==> src/hw/rtl/las_pkg.sv <==
package las_pkg;

    localparam int CELL_W    = 8;
    localparam int CFG_W     = 4;
    localparam int CFG_IDX_W = 2;

    typedef logic [CELL_W-1:0] cell_t;
    typedef logic [CFG_W-1:0]  cfg_val_t;

    localparam logic OP_LOAD  = 1'b0;
    localparam logic OP_QUERY = 1'b1;

    localparam logic [CFG_IDX_W-1:0] CFG_MATCH    = 2'd0;
    localparam logic [CFG_IDX_W-1:0] CFG_MISMATCH = 2'd1;
    localparam logic [CFG_IDX_W-1:0] CFG_GAP      = 2'd2;

    localparam cfg_val_t MATCH_RESET    = 4'd2;
    localparam cfg_val_t MISMATCH_RESET = 4'd1;
    localparam cfg_val_t GAP_RESET      = 4'd1;

    function automatic cell_t sat_add(input cell_t a, input cfg_val_t b);
        logic [CELL_W:0] s;
        s = {1'b0, a} + {{(CELL_W + 1 - CFG_W){1'b0}}, b};
        return s[CELL_W] ? {CELL_W{1'b1}} : s[CELL_W-1:0];
    endfunction

    function automatic cell_t sat_sub(input cell_t a, input cfg_val_t b);
        cell_t bw;
        bw = {{(CELL_W - CFG_W){1'b0}}, b};
        return (a > bw) ? (a - bw) : '0;
    endfunction

    function automatic cell_t max_cell(input cell_t a, input cell_t b);
        return (a > b) ? a : b;
    endfunction

endpackage

==> src/hw/rtl/las_ram.sv <==
module las_ram #(
    parameter int WIDTH = 8,
    parameter int DEPTH = 64
) (
    input  logic                                   clk,
    input  logic                                   we,
    input  logic [((DEPTH > 1) ? $clog2(DEPTH) : 1)-1:0] waddr,
    input  logic [WIDTH-1:0]                       wdata,
    input  logic                                   re,
    input  logic [((DEPTH > 1) ? $clog2(DEPTH) : 1)-1:0] raddr,
    output logic [WIDTH-1:0]                       rdata
);

    logic [WIDTH-1:0] mem [DEPTH];
    logic [WIDTH-1:0] rdata_reg;

    always_ff @(posedge clk)
    begin
        if (we)
        begin
            mem[waddr] <= wdata;
        end
        if (re)
        begin
            rdata_reg <= mem[raddr];
        end
    end

    assign rdata = rdata_reg;

endmodule

==> src/hw/rtl/local_alignment_score.sv <==
// Reference load items are accepted in S_IDLE, and loads can follow every cycle there.
// A query item on a non-empty reference stalls the input through S_RUN and S_DRAIN while
// the row memory is walked one cell per cycle. A query item marked last then passes
// S_FINISH, where best_score is registered and out_valid raised once any earlier result is
// taken; with an empty reference it goes straight there. Reset restores the default scores,
// empties the reference, clears the row valid bits at once; the memories need no clearing pass.
module local_alignment_score #(
    parameter int REF_LEN = 64
) (
    input  logic                          clk,
    input  logic                          rst_n,
    input  logic                          in_valid,
    output logic                          in_stall,
    input  logic                          operation,
    input  logic [7:0]                    symbol,
    input  logic                          last,
    output logic                          out_valid,
    input  logic                          out_stall,
    output logic [7:0]                    best_score,
    input  logic                          cfg_valid,
    output logic                          cfg_ready,
    input  logic [las_pkg::CFG_IDX_W-1:0] cfg_index,
    input  logic [las_pkg::CFG_W-1:0]     cfg_data
);

    localparam int AW = (REF_LEN > 1) ? $clog2(REF_LEN) : 1;
    localparam int LW = $clog2(REF_LEN + 1);

    localparam logic [1:0] S_IDLE   = 2'd0;
    localparam logic [1:0] S_RUN    = 2'd1;
    localparam logic [1:0] S_DRAIN  = 2'd2;
    localparam logic [1:0] S_FINISH = 2'd3;

    logic [1:0]              state_reg, state_next;
    las_pkg::cfg_val_t       match_reg, match_next;
    las_pkg::cfg_val_t       mism_reg, mism_next;
    las_pkg::cfg_val_t       gap_reg, gap_next;
    logic [LW-1:0]           ref_len_reg, ref_len_next;
    logic                    done_reg, done_next;
    las_pkg::cell_t          best_reg, best_next;
    logic [REF_LEN-1:0]      row_valid_reg, row_valid_next;
    logic [AW-1:0]           rd_addr_reg, rd_addr_next;
    logic                    pv_reg, pv_next;
    logic                    out_valid_reg, out_valid_next;

    las_pkg::cell_t          sym_reg, sym_next;
    logic                    last_reg, last_next;
    logic [AW-1:0]           pj_reg, pj_next;
    logic                    pup_valid_reg, pup_valid_next;
    las_pkg::cell_t          diag_reg, diag_next;
    las_pkg::cell_t          left_reg, left_next;
    las_pkg::cell_t          best_score_reg, best_score_next;

    logic                    in_accept;
    logic                    load_acc;
    logic                    query_acc;
    logic [LW-1:0]           len_base;
    logic                    ref_we;
    logic                    rd_issue;
    logic                    last_addr;
    logic                    fin_fire;
    logic                    clear_q;
    logic                    row_we;
    las_pkg::cell_t          ref_rdata;
    las_pkg::cell_t          row_rdata;
    las_pkg::cell_t          up_val;
    las_pkg::cell_t          diag_term;
    las_pkg::cell_t          h_val;

    assign in_stall  = (state_reg != S_IDLE);
    assign in_accept = in_valid && !in_stall;
    assign load_acc  = in_accept && (operation == las_pkg::OP_LOAD);
    assign query_acc = in_accept && (operation == las_pkg::OP_QUERY);
    assign len_base  = done_reg ? '0 : ref_len_reg;
    assign ref_we    = load_acc && (len_base < LW'(REF_LEN));
    assign rd_issue  = (state_reg == S_RUN);
    assign last_addr = (LW'(rd_addr_reg) == (ref_len_reg - LW'(1)));
    assign fin_fire  = (state_reg == S_FINISH) && (!out_valid_reg || !out_stall);
    assign clear_q   = load_acc || fin_fire;
    assign row_we    = pv_reg;

    las_ram #(
        .WIDTH (las_pkg::CELL_W),
        .DEPTH (REF_LEN)
    ) u_ref_ram (
        .clk   (clk),
        .we    (ref_we),
        .waddr (len_base[AW-1:0]),
        .wdata (symbol),
        .re    (rd_issue),
        .raddr (rd_addr_reg),
        .rdata (ref_rdata)
    );

    las_ram #(
        .WIDTH (las_pkg::CELL_W),
        .DEPTH (REF_LEN)
    ) u_row_ram (
        .clk   (clk),
        .we    (row_we),
        .waddr (pj_reg),
        .wdata (h_val),
        .re    (rd_issue),
        .raddr (rd_addr_reg),
        .rdata (row_rdata)
    );

    // A row entry that has not been written since the last clear reads as zero.
    always_comb
    begin
        up_val    = pup_valid_reg ? row_rdata : '0;
        diag_term = (ref_rdata == sym_reg) ? las_pkg::sat_add(diag_reg, match_reg)
                                           : las_pkg::sat_sub(diag_reg, mism_reg);
        h_val     = las_pkg::max_cell(diag_term,
                        las_pkg::max_cell(las_pkg::sat_sub(up_val, gap_reg),
                                          las_pkg::sat_sub(left_reg, gap_reg)));
    end

    always_comb
    begin
        state_next      = state_reg;
        match_next      = match_reg;
        mism_next       = mism_reg;
        gap_next        = gap_reg;
        ref_len_next    = ref_len_reg;
        done_next       = done_reg;
        best_next       = best_reg;
        row_valid_next  = row_valid_reg;
        rd_addr_next    = rd_addr_reg;
        pv_next         = rd_issue;
        out_valid_next  = out_valid_reg;
        sym_next        = sym_reg;
        last_next       = last_reg;
        pj_next         = rd_addr_reg;
        pup_valid_next  = row_valid_reg[rd_addr_reg];
        diag_next       = diag_reg;
        left_next       = left_reg;
        best_score_next = best_score_reg;

        if (cfg_valid)
        begin
            unique case (cfg_index)
                las_pkg::CFG_MATCH:    match_next = cfg_data;
                las_pkg::CFG_MISMATCH: mism_next  = cfg_data;
                las_pkg::CFG_GAP:      gap_next   = cfg_data;
                default:               ;
            endcase
        end

        if (load_acc)
        begin
            ref_len_next = ref_we ? (len_base + LW'(1)) : len_base;
            done_next    = last;
        end

        if (query_acc)
        begin
            done_next    = 1'b1;
            sym_next     = symbol;
            last_next    = last;
            rd_addr_next = '0;
            diag_next    = '0;
            left_next    = '0;
        end

        if (rd_issue)
        begin
            rd_addr_next = rd_addr_reg + AW'(1);
        end

        if (row_we)
        begin
            diag_next = up_val;
            left_next = h_val;
            best_next = las_pkg::max_cell(best_reg, h_val);
            row_valid_next[pj_reg] = 1'b1;
        end

        if (clear_q)
        begin
            row_valid_next = '0;
            best_next      = '0;
        end

        if (out_valid_reg && !out_stall)
        begin
            out_valid_next = 1'b0;
        end
        if (fin_fire)
        begin
            out_valid_next  = 1'b1;
            best_score_next = best_reg;
        end

        unique case (state_reg)
            S_IDLE:
            begin
                if (query_acc)
                begin
                    if (ref_len_reg == '0)
                    begin
                        state_next = last ? S_FINISH : S_IDLE;
                    end
                    else
                    begin
                        state_next = S_RUN;
                    end
                end
            end
            S_RUN:
            begin
                if (last_addr)
                begin
                    state_next = S_DRAIN;
                end
            end
            S_DRAIN:
            begin
                state_next = last_reg ? S_FINISH : S_IDLE;
            end
            S_FINISH:
            begin
                if (fin_fire)
                begin
                    state_next = S_IDLE;
                end
            end
            default:
            begin
                state_next = S_IDLE;
            end
        endcase
    end

    always_ff @(posedge clk or negedge rst_n)
    begin
        if (!rst_n)
        begin
            state_reg     <= S_IDLE;
            match_reg     <= las_pkg::MATCH_RESET;
            mism_reg      <= las_pkg::MISMATCH_RESET;
            gap_reg       <= las_pkg::GAP_RESET;
            ref_len_reg   <= '0;
            done_reg      <= 1'b0;
            best_reg      <= '0;
            row_valid_reg <= '0;
            rd_addr_reg   <= '0;
            pv_reg        <= 1'b0;
            out_valid_reg <= 1'b0;
        end
        else
        begin
            state_reg     <= state_next;
            match_reg     <= match_next;
            mism_reg      <= mism_next;
            gap_reg       <= gap_next;
            ref_len_reg   <= ref_len_next;
            done_reg      <= done_next;
            best_reg      <= best_next;
            row_valid_reg <= row_valid_next;
            rd_addr_reg   <= rd_addr_next;
            pv_reg        <= pv_next;
            out_valid_reg <= out_valid_next;
        end
    end

    always_ff @(posedge clk)
    begin
        sym_reg        <= sym_next;
        last_reg       <= last_next;
        pj_reg         <= pj_next;
        pup_valid_reg  <= pup_valid_next;
        diag_reg       <= diag_next;
        left_reg       <= left_next;
        best_score_reg <= best_score_next;
    end

    assign out_valid  = out_valid_reg;
    assign best_score = best_score_reg;
    assign cfg_ready  = 1'b1;

    a_drain_has_data: assert property (@(posedge clk) disable iff (!rst_n)
        (state_reg == S_DRAIN) |-> pv_reg)
        else $error("drain cycle without a pending cell");

    a_row_write_in_range: assert property (@(posedge clk) disable iff (!rst_n)
        row_we |-> (LW'(pj_reg) < ref_len_reg))
        else $error("row write beyond the reference length");

    a_run_nonempty: assert property (@(posedge clk) disable iff (!rst_n)
        (state_reg == S_RUN) |-> (ref_len_reg != '0))
        else $error("row walk with an empty reference");

    a_read_then_cell: assert property (@(posedge clk) disable iff (!rst_n)
        rd_issue |=> (pv_reg && (state_reg == S_RUN || state_reg == S_DRAIN)))
        else $error("memory read not followed by a cell update");

    a_finish_shows_result: assert property (@(posedge clk) disable iff (!rst_n)
        fin_fire |=> (out_valid_reg && (best_reg == '0) && (row_valid_reg == '0)))
        else $error("result not shown or query state not cleared");

endmodule

==> config.mk <==
export PLATFORM = sky130hd
export DESIGN_NAME = local_alignment_score
export DESIGN_NICKNAME = d
export VERILOG_FILES = /design/src/hw/rtl/las_pkg.sv /design/src/hw/rtl/las_ram.sv /design/src/hw/rtl/local_alignment_score.sv
export SDC_FILE = /design/constraint.sdc
export NUM_CORES = 1
export LEC_CHECK = 0
export ABC_CLOCK_PERIOD_IN_PS = 15400
export BUFFER_PORTS_ARGS = -buffer_cell sky130_fd_sc_hd__clkbuf_2
export CAP_MARGIN = 30
export CELL_PAD_IN_SITES_DETAIL_PLACEMENT = 1
export CELL_PAD_IN_SITES_GLOBAL_PLACEMENT = 2
export CORE_MARGIN = 2
export CORE_UTILIZATION = 50
export CTS_CLUSTER_SIZE = 28
export DETAILED_ROUTE_END_ITERATION = 6
export HOLD_SLACK_MARGIN = 0.15
export PLACE_DENSITY_LB_ADDON = 0.1
export SYNTH_ARGS = -nofsm -noshare
export SYNTH_HDL_FRONTEND = slang
export SYNTH_SLANG_ARGS = --single-unit
export TNS_END_PERCENT = 30
==> constraint.sdc <==
create_clock -name clk -period 15.4 [get_ports clk]
set_input_delay 3.08 -clock clk [delete_from_list [all_inputs] [get_ports clk]]
set_output_delay 3.08 -clock clk [all_outputs]
set_load 0.005 [all_outputs]
==> results.cfg, run 1 <==
[status]
outcome = complete, no violations

[critical_path]
cp-startpoint = pup_valid_reg
slowest_stage = dfxtp_1
critPathArrivalTime_ns = 8.83
required_ns = 16.02
crit_path_end_kind = flip-flop
critPathMaxStageDelay_ns = 0.73
reg2reg_from = pup_valid_reg
path_class = reg2reg
start_kind = flip-flop
rr_worst_depth = 30
worstPathMaxFanout = 19

[floorplan]
die_w_um = 314
rows = 113
core_area_um2 = 95200
initial_core_util_pct = 50.5
io_pins = 32
die_area_um2 = 98600
die_h_um = 314

[yosys]
netlist.area_leader.share_pct = 67.0
ys_ff_latch = 1182
ys_seq_area_share_pct = 72.7
synth_area_leaders = edfxtp_1 (67%), mux4_2 (17%), dfrtp_1 (5.2%)
synth_top_area_cell = edfxtp_1
yosysWarnings = 0
synth_cells = 2459
async_flop_share_pct = 8.63
synth_enable_flop_cells = 1073
synth_nets = 2526
synth.distinct_cells = 78
syn_avg_cell_area_um2 = 19.5
synthFlopType = edfxtp_1
syn_area_um2 = 48100

[timing]
min_period_over_period_pct = 53.3
hold_viol_final = 0
fmax_mhz = 122
setup_viol = 0
min_period_ns = 8.21
whs_ns = 0.500
maxSlewHeadroom_pct = 31.3
timing_worst_slew_pin_value_ns = 1.03
rsz0062_at_grt = no
fin_tns_setup_ns = 0
drv_slew = 0
finClkSkew_ns = 0.0254

[finish]
synthToLayoutAreaGrowth_pct = 12.1
multi_input_area_um2 = 12500
mostFrequentLayoutCell = edfxtp_1
seqCellArea_um2 = 34900
num_antenna_cells = 0
layout_common_cells = edfxtp_1 (1,073), mux4_2 (357), nor2_1 (306)
fin_cells = 3914
finalNetCount = 2619
layout-drive-gt1-share_pct = 25.3
num-fill-cells = 8211

[clock_network]
cts_tree = yes
h-tree-depth = 3
post_cts_buffers = 0
ctsLongestPathBuffers = 3
post_cts_resized = 0
cts-root-buf = clkbuf_16
clk_latency_ns = 0.71
clock-sinks = 1182
path_clk_slew_ns = 0.06
cts_buffers = 118
postCtsHoldBufs = 0

[placement]
gp_congestion = 0.833
dpl.hpwl_mm = 75.2
dp_cells = 3688
portBuffers = 30

[global_route]
antenna_found_initial = 4
grt_pass1_vias = 25700
grt_use_total_pct = 24.3
grt_max_degree = 97
grt_pass1_wl_mm = 176
grt_overflow = 0

[hold_path]
holdPathStages = 2
hold_start = row_valid_reg[63]
hold_path_class = reg2reg

[route]
firstDrtPassIters = 4
vias = 24000
ant_nets = 0
dr.first_iter.drc_count = 2212
wire_per_inst_um = 29.7
drc = 0
via_per_inst = 6.14
routed_wl_mm = 116

[pwr]
power_leakage_nw = 17.5
power.total_mw = 13.3
p_per_area_nw_per_um2 = 248
peakVddDrop_mv = 0.685

[run]
maxCapViolCount = 0
routing by layer:
| metal | wire [um] | track usage (%) | vias up |
|---|---|---|---|
| met4 | 2750 | 6.30 | 2 |
| met2 | 57900 | 39.9 | 652 |
| li1 | - | - | 10200 |
| met5 | 13 | 0 | - |
| met3 | 5560 | 3.42 | 163 |
| met1 | 50200 | 34.7 | 13000 |
cells in the mapped netlist, types with 3 or more instances:
library cell	count
a211o_1	6
a211oi_1	4
a21o_1	11
a21oi_1	35
a22oi_1	3
a31oi_1	6
and2_1	7
and3_1	18
buf_1	20
buf_2	21
buf_4	6
buf_6	4
clkbuf_1	70
dfrtp_1	99
dfstp_2	3
dfxtp_1	7
edfxtp_1	1073
fa_1	4
ha_1	42
inv_1	36
mux2_2	12
mux4_2	357
nand2_1	55
nand2b_1	11
nand3_1	24
nand3b_1	5
nand4_1	13
nor2_1	307
nor2b_1	18
nor3_1	20
nor3b_1	4
nor4_1	6
o211a_1	4
o211ai_1	6
o21a_1	9
o21ai_0	32
o22ai_1	10
o311ai_0	5
or2_2	7
or3_1	4
xnor2_1	18
xor2_1	6
through the flow:
stage                     area (um^2)  util [%]  setup slack (ns)
after CTS                       53800      56.5              7.28
after global placement          49600      52.1              7.53
after detailed placement        49900      52.4              7.32
after floorplan                 48100         -              6.73
final                           53900      56.6              7.19
after global routing            53900      56.6              6.47
power breakdown:
part / internal, mW / switching (mW)
clock: 1.70 / 1.20
sequential: 5.39 / 0.176
combinational: 1.49 / 3.38
total: 8.58 / 4.75
cell families (layout without fill, tap and decap cells):
group / Yosys count / after routing / share of synthesized area, %
AOI/OAI and AO/OA: 168 / 168 / 2.48
xor gates and xnor gates: 24 / 24 / 0.437
adders and majority gates: 46 / 46 / 1.26
buffers and inverters: 158 / 348 / 1.40
DFF: 1182 / 1182 / 72.7
muxes: 371 / 371 / 17.1
other: 1 / 1 / 0.00780
and+or+nand+nor: 509 / 509 / 4.71
path summary, 6_finish.rpt:
check | endpoint | slack, ns
setup / recovery | best_reg[4] | 7.19
hold / removal | row_valid_reg[63] | 0.50
setup reg to reg | best_reg[4] | 7.19
hold reg to reg | row_valid_reg[63] | 0.50
max in group asynchronous | pj_next[0] | 12.04
min in group asynchronous | row_valid_reg[9] | 2.36
final cells by class:
cell class | instances | share of cell area (%)
sequential | 1182 | 64.9
inverter | 37 | 0.258
multi-input combinational | 1119 | 23.2
tap | 1265 | 2.94
timing repair buffer | 94 | 1.45
clock buffer | 158 | 6.07
clock inverter | 59 | 1.18
critical path, delay by kind of cell, from the launching register on:
| kind | cells | cell delay [ns] |
|---|---|---|
| compound gates | 19 | 4.91 |
| fa+ha+maj | 5 | 1.67 |
| flops | 1 | 0.73 |
| simple gates | 5 | 0.70 |
| buf+inv | 1 | 0.12 |
(Power assumes the default switching activity.)
==> inputs of run 2 (changes only) <==
--- a/config.mk
+++ b/config.mk
@@ -5,7 +5,7 @@
 export SDC_FILE = /design/constraint.sdc
 export NUM_CORES = 1
 export LEC_CHECK = 0
-export ABC_CLOCK_PERIOD_IN_PS = 15400
+export ABC_CLOCK_PERIOD_IN_PS = 8600
 export BUFFER_PORTS_ARGS = -buffer_cell sky130_fd_sc_hd__clkbuf_2
 export CAP_MARGIN = 30
 export CELL_PAD_IN_SITES_DETAIL_PLACEMENT = 1
==> constraint.sdc (replaced) <==
create_clock -name clk -period 8.6 [get_ports clk]
set_input_delay 1.72 -clock clk [delete_from_list [all_inputs] [get_ports clk]]
set_output_delay 1.72 -clock clk [all_outputs]
set_load 0.005 [all_outputs]
==> run 2 against run 1 <==
  * Total power rose by 79%
  * Critical path type unchanged
  * Sequential share of layout area rose by 0.19 points
  * Register-to-register slack got worse by 6.4 ns
  * Highest routed layer is now met4
  * Largest cell class unchanged
  * Largest power group unchanged
  * Non-clock buffer count rose by 8
==> results.cfg, run 2 (synthesis results as in run 1) <==
[pwr]
peakVddDrop_mv = 1.08
internal-power_mw = 15.2
pwr-share-clk_pct = 20.7
p_comb_share_pct = 37.8
p_per_area_nw_per_um2 = 445
power.total_mw = 23.9
power_leakage_nw = 17.4
seq_power_share_pct = 41.5
switching_power_mw = 8.63
sw_frac_of_total_pct = 36.1

[finish]
mostFrequentLayoutCell = edfxtp_1
seqCellArea_um2 = 34900
fin_area_um2 = 53700
finalNetCount = 2628
synthToLayoutAreaGrowth_pct = 11.7
multi_input_area_um2 = 12500
num_antenna_cells = 0
layout_common_cells = edfxtp_1 (1,073), mux4_2 (357), nor2_1 (306)
num-fill-cells = 8173
layout-drive-gt1-share_pct = 25.0

[critical_path]
start_kind = flip-flop
slowest_stage = o311a_1
required_ns = 9.24
reg2reg_from = pup_valid_reg
r2r_end = best_reg[4]
critPathArrivalTime_ns = 8.42
critPathMaxStageDelay_ns = 0.47
reg2reg_slack_ns = 0.81
crit_path_end_kind = flip-flop
rr_worst_depth = 31
crit_buf_inv = 2
worstPathMaxFanout = 19
critPathTopFamily = compound AO/OA/AOI/OAI gates
path_class = reg2reg

[hold_path]
min_to = row_valid_reg[22]
holdPathStages = 2
hold_path_class = reg2reg
hold_start = row_valid_reg[22]

[route]
routed_wl_mm = 117
drc = 0
ant_nets = 0
firstDrtPassIters = 5
vias = 24000
via_per_inst = 6.12
dr.first_iter.drc_count = 2184
wire_per_inst_um = 29.9

[floorplan]
initial_core_util_pct = 50.5
core_area_um2 = 95200
die_w_um = 314
rows = 113
die_h_um = 314
die_area_um2 = 98600
io_pins = 32

[timing]
drv_slew = 0
min_period_over_period_pct = 90.5
finClkSkew_ns = 0.0272
rsz0062_at_grt = no
timing_worst_slew_pin_value_ns = 1.10
maxSlewHeadroom_pct = 26.7
min_period_ns = 7.79
fin_tns_setup_ns = 0
fmax_mhz = 128
whs_ns = 0.490
setup_viol = 0
hold_viol_final = 0

[global_route]
grt_max_degree = 113
grt_pass1_wl_mm = 176
met3_usage_pct = 3.14
grt_pass1_vias = 25400
antenna_found_initial = 1
gr-usage-met1_pct = 35.6
met2_usage_pct = 39.7
grt_use_total_pct = 24.5
busiest_layer = met2
grt_overflow = 0

[clock_network]
path_clk_slew_ns = 0.07
post_cts_buffers = 0
h-tree-depth = 3
cts_tree = yes
clk_latency_ns = 0.72
cts-root-buf = clkbuf_16
postCtsHoldBufs = 0
post_cts_resized = 0
ctsLongestPathBuffers = 3
cts_buffers = 119
clock-sinks = 1182

[placement]
portBuffers = 30
gp_congestion = 0.839
place_area_um2 = 49900
dpl.hpwl_mm = 75.8

[status]
outcome = complete, no violations

[run]
maxCapViolCount = 0
run 2: routing by layer:
layer | vias to the layer above | share of wire, %
met4 | 0 | 2.4
met2 | 626 | 49
li1 | 10200 | -
met5 | - | 0
met3 | 153 | 4.5
met1 | 13000 | 44
run 2: power groups by stage:
stage          sequential (mW)  combinational (mW)  clock [mW]
6_report                  9.91                9.03        4.95
3_3_place_gp              10.1                8.34           0
4_1_cts                   9.94                8.96        5.04
5_1_grt                   9.95                9.78        5.23
3_5_place_dp              10.1                8.94           0
2_1_floorplan             9.81                5.15           0
run 2: worst register-to-register path: cells and delay by family, from the launching register on:
kind	cells	cell delay, ns
AO/OA/AOI/OAI	19	4.90
adder cells (fa/ha/maj)	5	1.59
AND/OR/NAND/NOR	5	0.60
buffers and inverters	2	0.32
flip-flops	1	0.31
run 2: cell type report:
class	count	share of cell area, %
clock buffer	164	5.97
sequential	1182	65.1
tap	1265	2.95
multi-input combinational	1119	23.3
clock inverter	55	0.897
inverter	37	0.259
timing repair buffer	102	1.54
run 2: per-stage QoR:
| step | setup WS, ns | cells | utilization [%] |
|---|---|---|---|
| finish | 0.815 | 3924 | 56.4 |
| global route | 0.0304 | 3924 | 56.4 |
| CTS | 0.627 | 3921 | 56.4 |
| detailed placement | 0.704 | 3702 | 52.5 |
| global placement | 0.651 | 3671 | 52.2 |
| floorplan | 0.580 | 2459 | - |
run 2: worst max path at each step:
stage	startpoint	endpoint	slack, ns	cells past startpoint
after floorplan	pup_valid_reg	best_reg[0]	0.58	28
after global placement	pup_valid_reg	best_reg[0]	0.65	32
after detailed placement	pup_valid_reg	best_reg[0]	0.70	32
after CTS	pup_valid_reg	best_reg[4]	0.63	31
after global routing	pup_valid_reg	best_reg[4]	0.03	31
final	pup_valid_reg	best_reg[4]	0.81	31
